`src/design/srv6css_pkg.sv`:
```
// Shared types and constants for the SRv6 conditional segment skip block.
// No dependencies; imported by every module of the block.
`default_nettype none

package srv6css_pkg;

    // Item commands
    localparam logic [1:0] CMD_PACKET = 2'd0;
    localparam logic [1:0] CMD_WRITE  = 2'd1;
    localparam logic [1:0] CMD_DELETE = 2'd2;

    // Result actions
    localparam logic [1:0] ACT_PASS    = 2'd0;
    localparam logic [1:0] ACT_DROP    = 2'd1;
    localparam logic [1:0] ACT_REROUTE = 2'd2;

    // Table status codes
    localparam logic STAT_DONE = 1'b0;
    localparam logic STAT_FAIL = 1'b1;

    // Header constants
    localparam logic [7:0]  NH_ROUTING     = 8'd43;
    localparam logic [7:0]  SR_TYPE        = 8'd4;
    localparam logic [15:0] FN_SKIP_IF     = 16'h8000;
    localparam logic [15:0] FN_SKIP        = 16'h8001;
    localparam logic [15:0] IPV6_HDR_BYTES = 16'd40;
    localparam logic [15:0] SRH_BASE_BYTES = 16'd48;

    // Metric kind and comparator codes from the SID argument
    localparam logic [7:0] KIND_BW = 8'd0;
    localparam logic [7:0] CMP_EQ  = 8'd0;
    localparam logic [7:0] CMP_GT  = 8'd1;
    localparam logic [7:0] CMP_LT  = 8'd2;

    // Word carried along the cell chain. data is the destination low half on
    // packets and the metric value on writes; key is the lookup interface.
    typedef struct packed {
        logic [1:0]  cmd;
        logic [7:0]  key;
        logic [63:0] data;
        logic [7:0]  next_header;
        logic [7:0]  routing_type;
        logic [7:0]  segs_left;
        logic [15:0] packet_length;
        logic        hit;       // key found in some entry
        logic        cmp_ok;    // metric comparison held at the hit entry
        logic        claimed;   // write has landed in an entry
    } word_t;

endpackage

`default_nettype wire

```
`src/design/srv6css_cell.sv`:
```
// One metric table entry plus one pipeline stage of the chain.
// Depends on srv6css_pkg.
`default_nettype none

module srv6css_cell (
    input  wire                 clk,
    input  wire                 rst_n,
    input  wire                 up_valid,
    input  srv6css_pkg::word_t  up_word,
    output logic                up_ready,
    output logic                down_valid,
    output srv6css_pkg::word_t  down_word,
    input  wire                 down_ready
);
    import srv6css_pkg::*;

    logic        valid_reg;
    word_t       word_reg;
    word_t       word_next;
    logic        ent_valid_reg;
    logic        ent_valid_next;
    logic [7:0]  ent_key_reg;
    logic [7:0]  ent_key_next;
    logic [63:0] ent_value_reg;
    logic [63:0] ent_value_next;
    logic        take;
    logic        match;
    logic [7:0]  cmp_code;
    logic [63:0] thr;

    assign up_ready   = !valid_reg || down_ready;
    assign take       = up_valid && up_ready;
    assign down_valid = valid_reg;
    assign down_word  = word_reg;

    assign match    = ent_valid_reg && (ent_key_reg == up_word.key);
    assign cmp_code = up_word.data[31:24];
    assign thr      = {48'd0, up_word.data[15:0]};

    always_comb
    begin
        word_next      = up_word;
        ent_valid_next = ent_valid_reg;
        ent_key_next   = ent_key_reg;
        ent_value_next = ent_value_reg;
        case (up_word.cmd)
            CMD_PACKET:
            begin
                if (match)
                begin
                    word_next.hit = 1'b1;
                    case (cmp_code)
                        CMP_EQ:  word_next.cmp_ok = (ent_value_reg == thr);
                        CMP_GT:  word_next.cmp_ok = (ent_value_reg > thr);
                        CMP_LT:  word_next.cmp_ok = (ent_value_reg < thr);
                        default: word_next.cmp_ok = 1'b0;
                    endcase
                end
            end
            CMD_WRITE:
            begin
                if (match)
                begin
                    word_next.hit = 1'b1;
                    // already placed in a lower free entry: drop the old copy
                    if (up_word.claimed)
                        ent_valid_next = 1'b0;
                    else
                    begin
                        ent_value_next    = up_word.data;
                        word_next.claimed = 1'b1;
                    end
                end
                else if (!ent_valid_reg && !up_word.claimed)
                begin
                    ent_valid_next    = 1'b1;
                    ent_key_next      = up_word.key;
                    ent_value_next    = up_word.data;
                    word_next.claimed = 1'b1;
                end
            end
            CMD_DELETE:
            begin
                if (match)
                begin
                    word_next.hit  = 1'b1;
                    ent_valid_next = 1'b0;
                end
            end
            default:
            begin
                word_next = up_word;
            end
        endcase
    end

    always_ff @(posedge clk or negedge rst_n)
    begin
        if (!rst_n)
        begin
            valid_reg     <= 1'b0;
            ent_valid_reg <= 1'b0;
        end
        else
        begin
            if (take)
            begin
                valid_reg     <= 1'b1;
                ent_valid_reg <= ent_valid_next;
            end
            else if (down_ready)
                valid_reg <= 1'b0;
        end
    end

    always_ff @(posedge clk)
    begin
        if (take)
        begin
            word_reg      <= word_next;
            ent_key_reg   <= ent_key_next;
            ent_value_reg <= ent_value_next;
        end
    end

endmodule

`default_nettype wire

```
`src/design/srv6css_verdict.sv`:
```
// Final forwarding decision and output register.
// Depends on srv6css_pkg.
`default_nettype none

module srv6css_verdict (
    input  wire                 clk,
    input  wire                 rst_n,
    input  wire                 up_valid,
    input  srv6css_pkg::word_t  up_word,
    output logic                up_ready,
    output logic                result_valid,
    input  wire                 result_ready,
    output logic [1:0]          action,
    output logic [7:0]          next_segs_left,
    output logic                table_status
);
    import srv6css_pkg::*;

    logic        valid_reg;
    logic [1:0]  action_reg;
    logic [1:0]  action_next;
    logic [7:0]  nsl_reg;
    logic [7:0]  nsl_next;
    logic        status_reg;
    logic        status_next;
    logic        take;
    logic [15:0] func;
    logic [7:0]  skip;
    logic [7:0]  kind;
    logic        do_skip;
    logic [7:0]  nsl;
    logic [8:0]  nsl_plus;
    logic [16:0] seg_end;

    assign up_ready       = !valid_reg || result_ready;
    assign take           = up_valid && up_ready;
    assign result_valid   = valid_reg;
    assign action         = action_reg;
    assign next_segs_left = nsl_reg;
    assign table_status   = status_reg;

    assign func = up_word.data[63:48];
    assign skip = up_word.data[47:40];
    assign kind = up_word.data[39:32];

    always_comb
    begin
        action_next = ACT_PASS;
        nsl_next    = 8'd0;
        status_next = STAT_DONE;
        do_skip     = 1'b0;
        nsl         = up_word.segs_left - 8'd1;
        nsl_plus    = 9'd0;
        seg_end     = 17'd0;
        case (up_word.cmd)
            CMD_PACKET:
            begin
                if (up_word.packet_length < IPV6_HDR_BYTES)
                    action_next = ACT_DROP;
                else if (up_word.next_header != NH_ROUTING)
                    action_next = ACT_PASS;
                else if (up_word.packet_length < SRH_BASE_BYTES)
                    action_next = ACT_DROP;
                else if (up_word.routing_type != SR_TYPE)
                    action_next = ACT_DROP;
                else if (func != FN_SKIP_IF && func != FN_SKIP)
                    action_next = ACT_PASS;
                else if (func == FN_SKIP_IF && kind == KIND_BW && !up_word.hit)
                    action_next = ACT_DROP;
                else if (up_word.segs_left == 8'd0)
                    action_next = ACT_DROP;
                else
                begin
                    do_skip = (func == FN_SKIP) || (kind == KIND_BW && up_word.cmp_ok);
                    if (do_skip && nsl < skip)
                        action_next = ACT_DROP;
                    else
                    begin
                        if (do_skip)
                            nsl = nsl - skip;
                        nsl_plus = {1'b0, nsl} + 9'd1;
                        seg_end  = {1'b0, SRH_BASE_BYTES} + {4'd0, nsl_plus, 4'd0};
                        if (seg_end > {1'b0, up_word.packet_length})
                            action_next = ACT_DROP;
                        else
                        begin
                            action_next = ACT_REROUTE;
                            nsl_next    = nsl;
                        end
                    end
                end
            end
            CMD_WRITE:  status_next = up_word.claimed ? STAT_DONE : STAT_FAIL;
            CMD_DELETE: status_next = up_word.hit ? STAT_DONE : STAT_FAIL;
            default:    status_next = STAT_DONE;
        endcase
    end

    always_ff @(posedge clk or negedge rst_n)
    begin
        if (!rst_n)
            valid_reg <= 1'b0;
        else if (take)
            valid_reg <= 1'b1;
        else if (result_ready)
            valid_reg <= 1'b0;
    end

    always_ff @(posedge clk)
    begin
        if (take)
        begin
            action_reg <= action_next;
            nsl_reg    <= nsl_next;
            status_reg <= status_next;
        end
    end

endmodule

`default_nettype wire

```
`src/design/srv6_conditional_segment_skip.sv`:
```
// Top level of the SRv6 conditional segment skip block: cell chain + verdict.
// Depends on srv6css_pkg, srv6css_cell and srv6css_verdict.
`default_nettype none

// Channel  Handshake                   Payload
// -------  --------------------------  ------------------------------------------
// item     item_valid / item_ready     cmd, next_header, routing_type,
//                                      segs_left, dest_low_half,
//                                      packet_length, table_key, table_value
// result   result_valid / result_ready action, next_segs_left, table_status
//
// One word in per cycle while item_ready is high, one result word per item, in order.
// Each item passes one stage per table cell, then the verdict register. Every
// stage has its own valid bit and pulls when the next stage is empty or
// moving, so bubbles close up under an output stall.
// Reset clears all stage valids and all entry valid bits at once; no sweep.

module srv6_conditional_segment_skip #(
    parameter int TABLE_ENTRIES = 16
) (
    input  wire         clk,
    input  wire         rst_n,
    input  wire         item_valid,
    output logic        item_ready,
    input  wire  [1:0]  cmd,
    input  wire  [7:0]  next_header,
    input  wire  [7:0]  routing_type,
    input  wire  [7:0]  segs_left,
    input  wire  [63:0] dest_low_half,
    input  wire  [15:0] packet_length,
    input  wire  [7:0]  table_key,
    input  wire  [63:0] table_value,
    output logic        result_valid,
    input  wire         result_ready,
    output logic [1:0]  action,
    output logic [7:0]  next_segs_left,
    output logic        table_status
);
    import srv6css_pkg::*;

    // Chain links: link 0 is the input port, link TABLE_ENTRIES feeds the verdict.
    word_t chain_word  [TABLE_ENTRIES+1];
    logic  chain_valid [TABLE_ENTRIES+1];
    logic  chain_ready [TABLE_ENTRIES+1];

    // Packets look up the interface named in the SID argument; table items use
    // table_key. The data field carries the metric on writes, else the SID.
    always_comb
    begin
        chain_word[0].cmd           = cmd;
        chain_word[0].key           = (cmd == CMD_PACKET) ? dest_low_half[23:16] : table_key;
        chain_word[0].data          = (cmd == CMD_WRITE) ? table_value : dest_low_half;
        chain_word[0].next_header   = next_header;
        chain_word[0].routing_type  = routing_type;
        chain_word[0].segs_left     = segs_left;
        chain_word[0].packet_length = packet_length;
        chain_word[0].hit           = 1'b0;
        chain_word[0].cmp_ok        = 1'b0;
        chain_word[0].claimed       = 1'b0;
    end

    assign chain_valid[0] = item_valid;
    assign item_ready     = chain_ready[0];

    // Each cell owns one table entry. Words visit the cells in order, so every
    // entry sees the table commands in arrival order. A write lands in the
    // lowest free entry it passes, or updates its key in place; a stale copy of
    // the key further down is then dropped.
    for (genvar i = 0; i < TABLE_ENTRIES; i++)
    begin : g_cell
        srv6css_cell u_cell (
            .clk        (clk),
            .rst_n      (rst_n),
            .up_valid   (chain_valid[i]),
            .up_word    (chain_word[i]),
            .up_ready   (chain_ready[i]),
            .down_valid (chain_valid[i+1]),
            .down_word  (chain_word[i+1]),
            .down_ready (chain_ready[i+1])
        );
    end

    // Header checks, skip arithmetic and the result register.
    srv6css_verdict u_verdict (
        .clk            (clk),
        .rst_n          (rst_n),
        .up_valid       (chain_valid[TABLE_ENTRIES]),
        .up_word        (chain_word[TABLE_ENTRIES]),
        .up_ready       (chain_ready[TABLE_ENTRIES]),
        .result_valid   (result_valid),
        .result_ready   (result_ready),
        .action         (action),
        .next_segs_left (next_segs_left),
        .table_status   (table_status)
    );

endmodule

`default_nettype wire
```
`config.mk`:
```
export PLATFORM = sky130hd
export DESIGN_NAME = srv6_conditional_segment_skip
export DESIGN_NICKNAME = d
export VERILOG_FILES = /design/src/design/srv6css_pkg.sv /design/src/design/srv6css_cell.sv /design/src/design/srv6css_verdict.sv /design/src/design/srv6_conditional_segment_skip.sv
export SDC_FILE = /design/constraint.sdc
export NUM_CORES = 2
export LEC_CHECK = 0
export BUFFER_PORTS_ARGS = -buffer_cell sky130_fd_sc_hd__buf_4
export CAP_MARGIN = 30
export CORE_MARGIN = 4
export CORE_UTILIZATION = 55
export CTS_CLUSTER_DIAMETER = 120
export DETAILED_ROUTE_END_ITERATION = 10
export GPL_ROUTABILITY_DRIVEN = 0
export PLACE_DENSITY = 0.82
export SYNTH_ARGS = -nofsm -noshare
export SYNTH_HDL_FRONTEND = slang
export SYNTH_SLANG_ARGS = --single-unit
export TNS_END_PERCENT = 20
```
`constraint.sdc`:
```
create_clock -name clk -period 15.65 [get_ports clk]
set_clock_uncertainty 0.1 [all_clocks]
set_input_delay 2.3475 -clock clk [delete_from_list [all_inputs] [get_ports clk]]
set_output_delay 2.3475 -clock clk [all_outputs]
set_load 0.02 [all_outputs]
```
======== After elaboration in Yosys (flattened, before gate mapping) ========
Index checks and enable logic that the tools add are counted.
storage, ports and cells
  flip-flop bits (word level) ............. 3060
  bits of input ports ..................... 182
  word-level logic and storage cells ...... 1031
operators by class
  add/subtract/negate cells ............... 4
  $lt $le $gt $ge ......................... 36
  eq/ne operators ......................... 167
  mux-type cells .......................... 309
  bitwise operators ....................... 18
  reductions and logical operators ........ 269
operators with widths
  kind                                                  number
  2-to-1 mux 64 bit                                     48
  equality test 64 x 16 -> 1 bit                        16
  greater-than comparator 64 x 16 -> 1 bit              16
  < comparator 64 x 16 -> 1 bit                         16
  2-to-1 mux 1 bit                                      184
  logical NOT 8 bit                                     18
  equality test 8 x 1 -> 1 bit (second input constant)  16
  equality test 8 x 2 -> 1 bit (second input constant)  16
  equality test 8 bit                                   16
  AND reduction 4 bit                                   32
  nonzero test 2 bit                                    48
  2-to-1 mux 8 bit                                      11
  AND reduction 5 bit                                   15
  case mux 1 bit (2 select lines)                       33
  logical AND 1 bit                                     53
  logical NOT 1 bit                                     48
  case mux 1 bit (3 select lines)                       16
  != test 3 x 1 -> 1 bit (second input constant)        15
  != test 3 bit (second input constant)                 15
  equality test 2 x 1 -> 1 bit (second input constant)  17
  equality test 2 bit (second input constant)           17
  logical NOT 2 bit                                     17
  2-to-1 mux 2 bit                                      17
  != test 2 bit (second input constant)                 17
  19 further kinds                                      86

======== Depth between registers and ports, before layout ========
  word-level depth ........................ 25
  gate-level depth with buffers ........... 24
  depth with buffers taken out ............ 23

======== Cells and area by module ========
Synthesis repeated with hierarchy kept, for this count alone.
unflattened totals
  cells, all modules ...................... 5254
  area total of the unflattened synthesis .. 107878.5 µm²
by module, submodules not included
  module                         instances  cells each  area each (µm²)  sequential area each (µm²)
  srv6css_cell                   16         309         6550.0           5725.5
  srv6css_verdict                1          228         1878.1           355.3
  srv6_conditional_segment_skip  1          82          1199.9           0.0

======== Worst setup path before layout ========
No wires, ideal clock.
  path kind ............................... input port to flip-flop
  start ................................... input result_ready
  end ..................................... register g_cell[4].u_cell.ent_value_reg[0] (enable)
  arrival time ............................ 15676 ps
  required time ........................... 15043 ps
  setup slack ............................. -633 ps
  cell stages on the path ................. 7
  cell sequence ........................... and4b_1 > nand4_1 > nor2_1 > and3_1 > a21boi_0 > nand3b_1 > a21oi_1
between the ends
  word-level cells in the longest chain between the ends .. 15
ends and longest elaborated chain
  element                          line                                 text
  start: declaration               srv6_conditional_segment_skip.sv:34  input wire result_ready,
  logical OR 1 bit                 srv6css_verdict.sv:35                assign up_ready = !valid_reg || result_ready;
  logical OR 1 bit (12 in series)  srv6css_cell.sv:31                   assign up_ready = !valid_reg || down_ready;
  logical AND 1 bit                srv6css_cell.sv:32                   assign take = up_valid && up_ready;
  net g_cell[4].u_cell.take        srv6css_cell.sv:26                   logic take;
  AND reduction 4 bit (no line)    --
  end signal: assignment           srv6css_cell.sv:122                  ent_value_reg <= ent_value_next;
  end: declaration                 srv6css_cell.sv:24                   logic [63:0] ent_value_reg;
The timed path passes the listed nets, and every way through them passes these cells.
A chain may end at the register's enable or synchronous reset.

======== Worst setup path after layout ========
  start ................................... input result_ready
  end ..................................... output item_ready
between the ends
  word-level cells in the longest chain between the ends .. 17
ends and longest elaborated chain
  element                          line                                 text
  logical OR 1 bit                 srv6css_verdict.sv:35
  logical OR 1 bit (16 in series)  srv6css_cell.sv:31
  end: declaration                 srv6_conditional_segment_skip.sv:24  output logic item_ready,
Every way passes these cells.

==> summary.txt <==
Global route
  – First-pass GRT wire length: 296000 um
  – Initial antenna violation count: 0
  – Largest net degree at the start of global routing: 85
  – All-layer global routing usage: 19.3%
  – Total grt overflow: 0
  – Vias in the first global route: 50500

Power and ir drop
  – Register share of total power: 56.8%
  – Sw Ratio: 22.1%
  – Max VDD drop: 0.113 mV
  – Power per standard cell area: 149 mW/mm^2
  – Clock Power Share: 37.3%
  – Psw: 0.00395 W
  – Power Internal: 0.0139 W
  – Static Leak: 42.0 nW
  – Combinational Power Share: 5.8%

Layout
  – Final net count: 6233
  – Ant diodes: 0
  – Share of cells above drive strength 1: 12.2%
  – Max reg flops: 1832
  – Final core utilization: 62.8%
  – Area Growth Syn to Fin: 13.2%
  – Final Non-Filler Cells: 8417
  – Final instance area: 0.120 mm^2

Timing
  – Hold Fails Final Rpt: 0
  – Final period utilization: 47.4%
  – Peak Freq: 135 MHz
  – Max transition margin: 31.1%
  – Minimum clock period: 7.41 ns
  – Worst slew pin tran: 1.03 ns
  – Max-slew violation total from the final report: 0
  – Setup total negative slack: 0 ns
  – Final setup violation count: 0
  – RSZ-0062 raised after global routing: no

Place
  – HPWL Detailed: 112000 um
  – # placed instances: 7923
  – Placed Area: 0.111 mm^2
  – IO Port Bufs: 194

Logic synthesis
  – Synth Register Bits: 3028
  – Top_reg_cell synth: edfxtp_1
  – Ys async rst share: 1.09%
  – EDFF count, synth: 2995
  – Cells after synthesis: 5189
  – Synth unique cells: 67
  – Synth top area share: 85.0%
  – YS warnings: 0
  – Synth area leader: edfxtp_1
  – Area of the mapped netlist: 0.106 mm^2
  – Syn_nets: 5716
  – Top post-synthesis cells by area: edfxtp_1, ha_1, nor4_1
  – Synth cell count leaders: edfxtp_1, inv_1, ha_1
  – Part of the Yosys area used for sequential elements: 85.7%
  – Avg Cell Area, Syn: 20.4 um^2
  – Most numerous cell in the Yosys netlist: edfxtp_1

Worst setup path
  – Crit path max fanout: 6
  – WS Path Type: input pin to output port
  – Crit. End Element: output port
  – CP most frequent cell: buf_4
  – Startpoint Class: input pin
  – Critical Path Max Stage Delay: 0.53 ns
  – Crit-path slowest cell: and4b_1
  – Worst EP arrival: 4.97 ns
  – CP cell instances: buf_4, and4b_1, nand4_1, nor2_1, buf_4, and3_1, and4_1, nand3_1, buf_4
  – Worst Reg-to-Reg Cells: 21
  – Critical Path RT: 13.20 ns

CTS
  – Clock buffer count from CTS: 285
  – Clock latency on the worst-skew pair: 0.92 ns
  – TritonCTS clock tree: yes
  – Clk root buf: clkbuf_16
  – Reg clk slew, reported paths: 0.07 ns
  – Max H-tree Level: 5
  – Post-CTS repair timing setup buffer count: 0
  – Maximum root-to-sink buffer count: 4
  – CTS Hold Buffers Added: 0
  – PostCTS Resize Cnt: 0
  – Sinks on Clock Net: 3028

Status
  – Status: complete, no violations

Floorplanning
  – Rows: 160
  – Die width: 447 um
  – Full die area: 0.200 mm^2
  – Initial Util: 55.5%
  – Io pins: 195
  – Core box area: 0.191 mm^2
  – Die height: 447 um

Worst hold path
  – Hold path depth: 0
  – Hold WC Path Type: flip-flop to flip-flop

Flow run
  – Total of max-cap violations: 0

Routing
  – Antenna Violating Nets Remaining: 0
  – Post-Route WL: 194000 um
  – Vias/cell: 5.71
  – DRT Pass-1 Iters: 6
  – Routed len/inst: 23.1 um
  – DRC: 0
  – Vias: 48100
  – 1st-iter DRT viols: 5415
[worst max-delay path, delay by kind of cell]
kind                   cells  cell delay [ns]
buffers and inverters      3             0.62
AND/OR/NAND/NOR            6             1.98
[cell usage in the layout, fill, tap and decap left out, types with 13 or more instances in the layout]
master and count:
o21ai_0 74, and3_1 13, inv_1 341, clkinv_1 54, bufinv_16 22, xnor2_1 61, nand2_1 112, nand2b_1 38
ha_1 343, nand4_1 123, a21oi_1 100, xor2_1 89, clkinv_2 38, and2_1 15, o32a_1 15, clkbuf_16 291
clkbuf_1 59, a21o_1 98, edfxtp_1 2995, nor2b_1 33, mux2i_1 21, nor4_1 236, nor3_1 50, nand3_1 36
buf_4 233, dfrtp_1 33, o31ai_1 17, mux2_2 59, nor2_1 110
[power by group through the flow]
stage	sequential (W)	combinational (W)	clock [W]
final	0.0102	0.00104	0.00667
after global placement	0.0102	0.000898	0
after floorplan	0.0102	0.000686	0
after CTS	0.0102	0.00103	0.00674
after global routing	0.0102	0.00114	0.00712
after detailed placement	0.0103	0.000973	0
[kinds of logic after synthesis]
logic type,count (synthesis),share of synthesized area (%)
xor gates and xnor gates,150,1.24
and+or+nand+nor,832,4.37
DFF,3028,85.7
adders and majority gates,345,4.08
buffers and inverters,361,1.29
muxes,80,0.826
AOI/OAI and AO/OA,392,2.45
other,1,0.00354
[path summary, 6_finish.rpt]
check	start	endpoint	slack (ns)
setup / recovery	result_ready	item_ready	8.24
hold / removal	g_cell[1].u_cell.down_word[13]$_DFFE_PP_	g_cell[2].u_cell.down_word[13]$_DFFE_PP_	0.30
setup reg to reg	g_cell[15].u_cell.down_word[19]$_DFFE_PP_	u_verdict.action[1]$_SDFFCE_PP0P_	9.82
hold reg to reg	g_cell[1].u_cell.down_word[13]$_DFFE_PP_	g_cell[2].u_cell.down_word[13]$_DFFE_PP_	0.30
max in group asynchronous	rst_n	g_cell[12].u_cell.ent_valid_reg$_DFFE_PN0P_	13.62
min in group asynchronous	rst_n	g_cell[0].u_cell.ent_valid_reg$_DFFE_PN0P_	1.35
[metal layers]
layer  GRT usage [%]  up-vias  part of all wire (%)
met5               0        -                     0
met4            7.66        0                   4.0
met3            2.91      516                   5.2
met2            35.0     2073                    53
met1            23.2    24100                    37
li1                -    21400                     -
[through the flow]
stage          worst slack (ns)  total power, W  hold WS [ns]
2_1_floorplan              2.62          0.0109         0.300
3_3_place_gp               8.37          0.0111         0.303
3_5_place_dp               8.33          0.0113         0.305
4_1_cts                    8.23          0.0179         0.300
5_1_grt                    7.99          0.0185         0.310
6_report                   8.24          0.0179         0.297
[layout make-up]
class	instances	area (um^2)
Sequential cell	3028	90800
Clock inverter	133	1210
Inverter	350	1340
Multi-Input combinational cell	1800	13900
Fill cell	11600	71000
Timing Repair Buffer	241	1880
Clock buffer	354	7560
Tap cell	2511	3140
No activity file was read; power rests on OpenSTA's default activity.
